[config.mk]
export PLATFORM = sky130hd
export DESIGN_NAME = chm_ram
export DESIGN_NICKNAME = d
export VERILOG_FILES = /design/src/rtl/chm_ram.sv
export SDC_FILE = /design/constraint.sdc
export NUM_CORES = 1
export LEC_CHECK = 0
export ABC_AREA = 1
export ABC_CLOCK_PERIOD_IN_PS = 1070
export BUFFER_PORTS_ARGS = -buffer_cell sky130_fd_sc_hd__buf_4
export CORE_MARGIN = 2
export CORE_UTILIZATION = 45
export CTS_CLUSTER_DIAMETER = 60
export CTS_CLUSTER_SIZE = 12
export DETAILED_ROUTE_END_ITERATION = 8
export PLACE_DENSITY_LB_ADDON = 0.12
export SLEW_MARGIN = 20
export SYNTH_ARGS = -nofsm -noshare
export SYNTH_HDL_FRONTEND = slang
export SYNTH_SLANG_ARGS = --single-unit
[constraint.sdc]
create_clock -name clock -period 1.07 [get_ports clock]
set_input_delay 0.1605 -clock clock [delete_from_list [all_inputs] [get_ports clock]]
set_output_delay 0.1605 -clock clock [all_outputs]
set_load 0.03 [all_outputs]
[src/rtl/chm_ram.sv]
// ----------------------------------------------------------------------------
// chm_ram
// Generic simple dual-port RAM: one write port, one read port, registered
// read data.
// ----------------------------------------------------------------------------
module chm_ram #(
   parameter int WIDTH = 8,
   parameter int DEPTH = 16
) (
   input  logic                                    clock,
   input  logic                                    wr_en,
   input  logic [(DEPTH > 1 ? $clog2(DEPTH) : 1)-1:0] wr_addr,
   input  logic [WIDTH-1:0]                        wr_data,
   input  logic [(DEPTH > 1 ? $clog2(DEPTH) : 1)-1:0] rd_addr,
   output logic [WIDTH-1:0]                        rd_data
);

   logic [WIDTH-1:0] mem [DEPTH];
   logic [WIDTH-1:0] rd_data_ff;

   always_ff @(posedge clock) begin
      if (wr_en) begin
         mem[wr_addr] <= wr_data;
      end
      rd_data_ff <= mem[rd_addr];
   end

   assign rd_data = rd_data_ff;

endmodule

# --- After elaboration in Yosys (flattened, before gate mapping) ---
# Memories as Yosys holds them, arrays and structs flattened. A register that Yosys moved wholly into a read port is not among the register bits.
# Cells that the tools add are included.
op_classes:
  muxes: 2
ops:
  columns: ["operator", "n"]
  rows:
  - ["$mux W1", 2]
word_totals:
  ff_bits: 0
  mem_bits_rw: 128
  in_bits: 18
  output_inout_bits: 8
  wordCells: 3
  mem_count: 1
mem_list:
  columns: ["memory", "depth", "width", "rd", "rd_ports_with_merged_regs", "wr", "line", "rtl"]
  rows:
  - ["mem", 16, 8, 1, 1, 1, "18", "logic [WIDTH-1:0] mem [DEPTH];"]

# --- Logic depth before layout (Yosys ltp) ---
# Gate-level depths: netlist of run 1.
logic_depth:
  depth_word: 2
  ltp_mapped: 8
  mapped_depth_nobuf: 7

# --- Worst setup path before layout of run 1 ---
# No wires, ideal clock.
synth_timing:
  path_type: "input to register"
  from: "input port wr_addr[3] in the netlist's numbering"
  to: "memory mem[4][0] (enable)"
  t_arrival_ps: 741
  required_ps: 700
  path_slack_ps: -41
  stages: 2
  path_buffers: 0
  path_cell_list: "nand3b_1 -> nor2_1"
synth_rtl:
  columns: ["item", "line", "rtl"]
  rows:
  - ["start: declaration", "12", "input logic [(DEPTH > 1 ? $clog2(DEPTH) : 1)-1:0] wr_addr,"]
  - ["end: declaration", "18", null]
# Straight into the memory's write port.

# --- Final worst setup path of run 1 ---
layout_timing:
  from: "register rd_data_ff[4] (netlist: rd_data[4]) (read register of mem)"
  to: "output port rd_data[4]"
layout_rtl:
  columns: ["item", "line", "rtl"]
  rows:
  - ["start: declaration", "19", "logic [WIDTH-1:0] rd_data_ff;"]
  - ["end: declaration", "15", "output logic [WIDTH-1:0] rd_data"]
# No word-level cell between the ends.

==> run summary, run 1 <==
The number of setup buffers added after CTS is 0. The number of vias after detailed routing came out at 3807. The number of hold-slack violations in the final timing report came to 0. The total wire length is 13000 um. The initial antenna violation count came out at 0.

The width of the die came out at 117 um. The total number of placement rows is 41. The maximum count of clock buffers along a single path came out at 2. The later-pin clock latency in the skew report came out at 420 ps. The number of synthesized register bits is 136. At the worst endpoint, the arrival time is 900 ps. The number of cells on the worst hold path came out at 3. The worst path uses 99.1% of the clock period. The count of clock tree sinks is 136. STA classifies the critical path startpoint as a flop. The worst clock skew came out at 8.10 ps.

During synthesis, Yosys emitted a total of 0 warnings. The total of hold buffers inserted after clock tree synthesis came out at 0. The path class of the tightest hold or removal check is input pin to flop. The area of the core is 0.0126 mm2. The repair_antennas step left the layout with diodes totalling 0. The HPWL after detailed placement came out at 8380 um. In this run the mean area of a mapped cell was 10.5 um2.

The cell count after placement is 755. For this run, design rule violations remaining after detail routing come to 0. The count of antenna-violating nets left after detailed routing came out at 0. The area occupied by multi-input gates came out at 0.00124 mm2. The post-synthesis net count came out at 569. Max-cap violations in this run came to 0. The synthesized netlist cell count came out at 551. The combined flip-flop and latch cell area came out at 0.00401 mm2. Power spread over the standard cell area amounts to 1880 mW/mm2. The maximum vdd ir drop came out at 1.24 mV.

The netlist area before placement is 0.00577 mm2. The final net count is 620. For hold timing, the worst endpoint is rd_data[7].

The critical path is of the flop to output pin type. For this design the top-level I/O count stands at 26. The worst-path maximum fanout is 1. For the pin with the worst max-slew slack, the measured transition is 300 ps. In this run the number of H-tree levels came out at 4.

The number of gates resized after CTS is 12. The worst pin sits at a relative slew slack of 80.0%. For the worst flop-to-flop path, the logic depth is 6. The number of buffers inserted by port buffering came out at 25. The final critical-path required period is 1060 ps. The area added between synthesis and finish came out at 22.8%. The routed wire length per instance is 16.5 um.

The leakage power came out at 3.07 nW. Setup repair after global routing could not meet its margin everywhere. The final global-route overflow total is 0.

On the critical path, the stage with the largest delay is an instance of sky130_fd_sc_hd__dfxtp_2. The non-filler instance count after layout came out at 787. The maximum clock rate is 943 MHz. The end of the worst register-to-register path is rd_data[0]. The worst setup path is captured at an output pin. The first-pass GRT wire length is 20400 um. The initial utilization of the core area, before any placement, comes to 45.9%. The average via count per standard cell came out at 4.84.

Summing the sequential cell areas from Yosys gives 69.4% of the chip area. The die outline area is 0.0137 mm2. The smallest hold slack is 78.1 ps. The filler cell count in the final layout is 1121.

Summed over its instances, the top area cell type makes up 66.7% of the synthesized netlist area. Cells with a size suffix above 1 make up 16.6% of the layout. The cell taking the most area after synthesis is sky130_fd_sc_hd__edfxtp_1. The number of global-route vias before repair came out at 3778.

In this run the most critical hold path is launched from rd_addr[3]. The pin count of the biggest net entering global routing is 44. The register clock-pin slew on the reported worst setup and hold paths came out at 60 ps.

The number of clock buffers added by TritonCTS is 17. After synthesis, the cell types taking the most area are sky130_fd_sc_hd__edfxtp_1 (67%), sky130_fd_sc_hd__nand2_1 (11%), sky130_fd_sc_hd__nand3_1 (8.4%). The number of endpoints failing setup at the final stage came out at 0. For this run, the slowest stage of the critical path takes 350 ps.

The number of pins exceeding their max-slew limit in the final report is 0. The run finished with clean final reports. The tree is rooted in a sky130_fd_sc_hd__clkbuf_16. In this design, the largest share of critical-path delay is due to flip-flops. The routability-driven placement congestion ratio is 0.852. Traced cell by cell, the critical path runs through buf_6. For this run, the total global-route usage over all layers was measured as 21.1%. The die outline height came out at 117 um. The count of TritonRoute iterations in the first routing pass is 4. The worst-case register-to-register setup slack is 90 ps. The detailed router finished its first iteration with 272 violations. The data required time at the worst endpoint is 910 ps. The total buffers and inverters traversed by the critical path is 1.

TritonCTS built the clock tree. The number of different library cells in the post-synthesis netlist came out at 12. The startpoint identified for the worst register-to-register timing path is mem[13][0].
[Yosys cell counts, drive strengths merged]
library cell and count:
dfxtp 8, nor2 17, inv 102, buf 24, nand3b 2, edfxtp 128, nand2 173, nand3 97
[area by class of cell]
type	count	share of cell area [%]
Sequential cell	136	56.7
Multi-Input combinational cell	289	17.5
Timing Repair Buffer	56	8.13
Clock buffer	20	6.45
Inverter	102	5.41
Tap cell	172	3.04
Clock inverter	12	2.79
[layout by cell type (no fill, tap or decap), drive strengths merged]
cell type	Yosys	final
clkinvlp	0	2
edfxtp	128	128
nand2	173	173
buf	24	56
dfxtp	8	8
nor2	17	17
inv	102	102
nand3	97	97
bufinv	0	5
clkinv	0	5
clkbuf	0	20
nand3b	2	2
[report_power, final]
group	total, W	switching, W	internal, W
Clock	0.00637	0.00213	0.00425
Combinational	0.000930	0.000589	0.000340
Sequential	0.00601	0.0000471	0.00596
Total	0.0133	0.00276	0.0106
[registers in the layout (all words and copies together) (netlist names)]
signal / flops
mem: 128
rd_data: 8
[cells by family after synthesis]
logic type / count (synthesis) / synth area share [%]
DFF: 136 / 69.4
and+or+nand+nor: 289 / 21.0
buffers and inverters: 126 / 9.52
[per-layer routing]
metal	vias up	GRT usage [%]	wire [um]
met3	23	5.77	642
met2	100	33.6	6190
li1	1878	-	-
met5	-	0	0
met4	0	9.88	323
met1	1806	27.1	5860
[metrics by stage]
step	setup TNS [ps]	util (%)	power, W	setup WS (ps)	area, um2
4_1_cts	-24.9	56.1	0.0134	-13.9	7050
3_5_place_dp	-7530	50.7	0.00701	-167	6370
5_1_grt	-75.5	56.3	0.0137	-29.0	7080
6_report	0	56.3	0.0133	9.30	7080
3_3_place_gp	-6290	50.7	0.00700	-161	6370
2_1_floorplan	-3330	-	0.00659	-41.3	5770
[how the worst max path moves through the flow]
| stage | endpoint | startpoint | cells past startpoint | slack, ps |
|---|---|---|---|---|
| 2_1_floorplan | mem[10][0] | wr_addr[2] | 2 | -40 |
| 3_3_place_gp | rd_data[6] | rd_addr[0] | 8 | -160 |
| 3_5_place_dp | rd_data[0] | rd_addr[0] | 8 | -170 |
| 4_1_cts | rd_data[4] | rd_data[4] | 1 | -10 |
| 5_1_grt | rd_data[4] | rd_data[4] | 1 | -30 |
| 6_report | rd_data[4] | rd_data[4] | 1 | 9 |
No activity file was read; power rests on OpenSTA's default activity.
==> run 2: changes to the inputs <==
- ABC_AREA: 1 -> 0
==> run 2 against run 1 <==
  * Largest power group unchanged
  * Clock skew rose by 2.7 ps
  * Flip-flop and latch count did not move
  * Maximum frequency fell by 16%
  * First-iteration DRC count fell by 16%
  * Wire length fell by 18%
  * Clock power rose by 1%
  * The run now ends with setup timing left
  * Die area fell by 10%
  * Global-route usage fell by 2.0 points
  * Power fell by 0.26%
  * Largest cell class unchanged
  * Sequential power barely moved
  * Non-clock buffer count rose by 8
==> run summary, run 2 <==
The data required time at the worst endpoint came out at 1360 ps (+450 ps). The final critical-path required period came out at 1260 ps (+195 ps). The residual DRC count was 0 (unchanged). The flow ran to the end, but the final reports show violations. More flip-flops sit in one register than any other, and that register is mem. The number of hold-slack violations in the final timing report is 0 (unchanged).

The share of the yosys chip area belonging to registers came to 77.8% (+8.4 points). The leakage power is 2.25 nW (-27%). The final core utilization came to 59.4% (+3.1 points). The first-pass GRT wire length is 16600 um (-19%). The data arrival time of the critical path is 1540 ps (+640 ps).

The final reports fail on setup timing. The I/O pin count is 26 (unchanged). The global routing usage on met1 came out at 27.0% (-0.13 points). The initial antenna violation count is 0 (unchanged).

The mux cell area share after synthesis is 15.0% (+15 points). The global-route total usage across every layer is 19.1% (-2.0 points). The met3 capacity usage during global routing came to 5.63% (-0.14 points). The die outline area came out at 0.0123 mm2 (-10%).

The routability-driven placement congestion ratio was 0.721 (-15%). The depth of the CTS H-tree came out at 4 (unchanged). The number of setup buffers added after CTS came to 0 (unchanged). The maximum vdd ir drop is 1.16 mV (-6.3%). The pin count of the biggest net entering global routing came to 18 (-59%). In this run the most used layer during global routing was met2.

The number of global-route vias before repair is 2679 (-29%). The routed wire length per instance came to 23.3 um (+41%). The total wire length came to 10600 um (-18%). The register clock-pin slew on the reported worst setup and hold paths came out at 60 ps (about the same). The number of enable flip-flop cells after synthesis is 128 (unchanged).

The synthesized netlist cell count came out at 229 (-58%). By area, the combinational part of the netlist is dominated by multiplexers. The cell count after placement came out at 427 (-43%). The die outline height came out at 111 um (-5.3%). The adder-cell area share of the yosys netlist came to 0% (unchanged).

The post-synthesis net count is 247 (-57%). The antenna diode count came out at 0 (unchanged). The total of hold buffers inserted after clock tree synthesis is 0 (unchanged). The fraction of the mapped netlist area in compound gates is 2.33% (+2.3 points). The worst clock skew came out at 10.8 ps (+2.70 ps). The maximum clock rate came to 796 MHz (-16%). The filler cell count in the final layout is 822 (-27%).

The flip-flop count of the largest register after layout is 128 (unchanged). The kind of cell with the highest combined delay along the critical path is multiplexers. The non-filler instance count after layout came out at 458 (-42%).

The type of element launching the critical path is a flop. The count of clock tree sinks is 136 (unchanged). The count of TritonRoute iterations in the first routing pass came out at 4 (unchanged). The count of cells along the worst register-to-register path came out at 3 (-3). The total number of placement rows is 39 (-4.9%).

The total buffers and inverters traversed by the critical path came out at 0 (-1). The cell at the root of the clock tree is sky130_fd_sc_hd__clkbuf_16. The maximum count of clock buffers along a single path came out at 2 (unchanged). Setup repair after global routing could not meet its margin everywhere. The number of cells on the worst hold path is 1 (-2). The instance count on the critical path came out at 3 (+2).

The number of different library cells in the post-synthesis netlist is 19 (+7). The final worst slack came out at -186 ps (-195 ps). The type of the setup path with the least slack is flop to flop. The final net count is 320 (-48%). Relative to the synthesized area, the layout overhead comes to 30.1%.

The count of antenna-violating nets left after detailed routing is 0 (unchanged). The number of synthesized register bits came to 136 (unchanged). In the synthesized netlist the dominant register cell turns out to be sky130_fd_sc_hd__edfxtp_1. For this design, the slowest cell found on the critical path is sky130_fd_sc_hd__mux4_2. The worst-path maximum fanout is 1 (unchanged). Leaving out fill and tap cells, the most frequent cell in the layout is sky130_fd_sc_hd__edfxtp_1. The initial cell density of the core came to 45.7% (-0.22 points). The number of warnings printed during yosys synthesis was 0 (unchanged). The most common cell in the synthesized netlist is sky130_fd_sc_hd__edfxtp_1.

The post-route fraction of the period consumed by the critical path came out at 117% (+18 points). The cell taking the most area after synthesis is sky130_fd_sc_hd__edfxtp_1. The transition time of the tightest slew-check pin is 979 ps (+679 ps). The clock tree from TritonCTS is yes. The number of buffers created by CTS was 17 (unchanged). The max-cap check violation count is 0 (unchanged).

The netlist area before placement is 0.00515 mm2 (-11%). The area share of the largest cell type after synthesis is 74.7% (+8.0 points). The HPWL after detailed placement is 6780 um (-19%). The worst setup path is captured at a flop. The post-detailed-placement cell area came out at 0.00598 mm2 (-6.1%). The simple-gate portion of the synthesized area came out at 3.18% (-18 points).

The final global-route overflow total came out at 0 (unchanged). The average instance area after synthesis came out at 22.5 um2 (+110%). The delay of the slowest cell on the worst path is 530 ps (+180 ps). The tightest slew margin relative to the limit is 34.5% (-45 points). The final standard cell area without fillers came to 0.00670 mm2 (-5.4%). The number of buffers inserted by port buffering is 25 (unchanged). The number of endpoints failing setup at the final stage came out at 8 (+8). The met2 track demand over resource in global routing is 29.1% (-4.5 points).

The share of final-layout standard cells stronger than drive strength 1 was 49.5% (+33 points). The number of pins exceeding their max-slew limit in the final report came out at 0 (unchanged). The xor and xnor area share after synthesis came out at 0% (unchanged).

The average via count per standard cell is 5.54 (+14%). The width of the die is 111 um (-5.3%). The initial detailed-routing violation count came to 229 (-16%).

The cell area power density is 1980 mW/mm2 (+5.4%). The area of the core came out at 0.0113 mm2 (-10%). The fraction of synthesis flops using an asynchronous set or reset pin came to 0% (unchanged). The later-pin clock latency in the skew report is 410 ps (about the same). The path class of the lowest-slack min-delay path is input pin to flop. The number of vias after detailed routing came out at 2536 (-33%). Walking the worst path, the cells encountered are mux4_2 -> a22oi_2 -> nand2_2. By area the synthesized netlist is led by sky130_fd_sc_hd__edfxtp_1 (75%), sky130_fd_sc_hd__mux4_2 (7.9%), sky130_fd_sc_hd__mux4_1 (7.1%). In the layout the commonest cells are sky130_fd_sc_hd__edfxtp_1 (128), sky130_fd_sc_hd__buf_4 (43), sky130_fd_sc_hd__mux4_2 (32), sky130_fd_sc_hd__clkbuf_16 (17), sky130_fd_sc_hd__buf_12 (17). After synthesis, the most frequently instantiated cells are sky130_fd_sc_hd__edfxtp_1 (128), sky130_fd_sc_hd__mux4_2 (18), sky130_fd_sc_hd__a22oi_1 (16).
-- run 2: cell types whose count changed after synthesis, moves of 10 or more --
cell / before / now
sky130_fd_sc_hd__a22oi_1: 0 / 16
sky130_fd_sc_hd__buf_2: 13 / 3
sky130_fd_sc_hd__inv_1: 100 / 0
sky130_fd_sc_hd__mux4_1: 0 / 14
sky130_fd_sc_hd__mux4_2: 0 / 18
sky130_fd_sc_hd__nand2_1: 173 / 9
sky130_fd_sc_hd__nand3_1: 97 / 1
-- run 2: kinds of logic (layout without fill, tap and decap cells) --
family,count (synthesis),count (layout)
compound gates,16,16
buf+inv,10,96
simple gates,35,35
mux,32,32
flops,136,136
-- run 2: per-stage QoR --
step | hold slack [ps] | total power, W | TNS (ps) | setup WS (ps)
after floorplan | 259 | 0.00651 | -8930 | -194
after global placement | 473 | 0.00690 | -31610 | -440
after detailed placement | 482 | 0.00691 | -32230 | -426
after CTS | 50.1 | 0.0133 | -1450 | -214
after global routing | 59.9 | 0.0137 | -1700 | -239
final | 57.4 | 0.0133 | -1270 | -186
-- run 2: cell type report --
cell class	count	area, um2	area share [%]
multi-input cells	83	1140	17.0
clock inverters	12	224	3.34
flip-flops and latches	136	4010	59.9
well taps	143	179	2.67
repair buffers	64	708	10.6
clock buffers	20	437	6.52
-- run 2: what timing repair did --
item                       in CTS  in global routing
setup endpoints to repair      12                 10
pin swaps                       0                  3
gates resized for setup         9                 11
-- run 2: metal layers --
metal	part of all wire, %	routed length [um]
met2	48	5160
met3	4.6	487
met5	0	0
met1	46	4880
met4	1.1	121
-- run 2: final timing paths --
check                  start    endpoint  slack, ps
hold / removal    wr_data[3]   mem[4][3]         60
setup / recovery   mem[7][4]  rd_data[4]       -190
setup reg to reg   mem[7][4]  rd_data[4]       -190
hold reg to reg   mem[14][2]  rd_data[2]        690
-- run 2: report_power, final --
group / leakage (nW) / switching (W) / internal [W]
logic: 0.711 / 0.000440 / 0.000390
clock network: 0.319 / 0.00207 / 0.00437
registers: 1.22 / 0.0000411 / 0.00596
-- run 2: worst reg2reg max path: cells and delay by family, from the launching register on --
family | cells | cell delay, ps
AND/OR/NAND/NOR | 1 | 80
AO/OA/AOI/OAI | 1 | 160
multiplexers | 1 | 530
flip-flops | 1 | 360
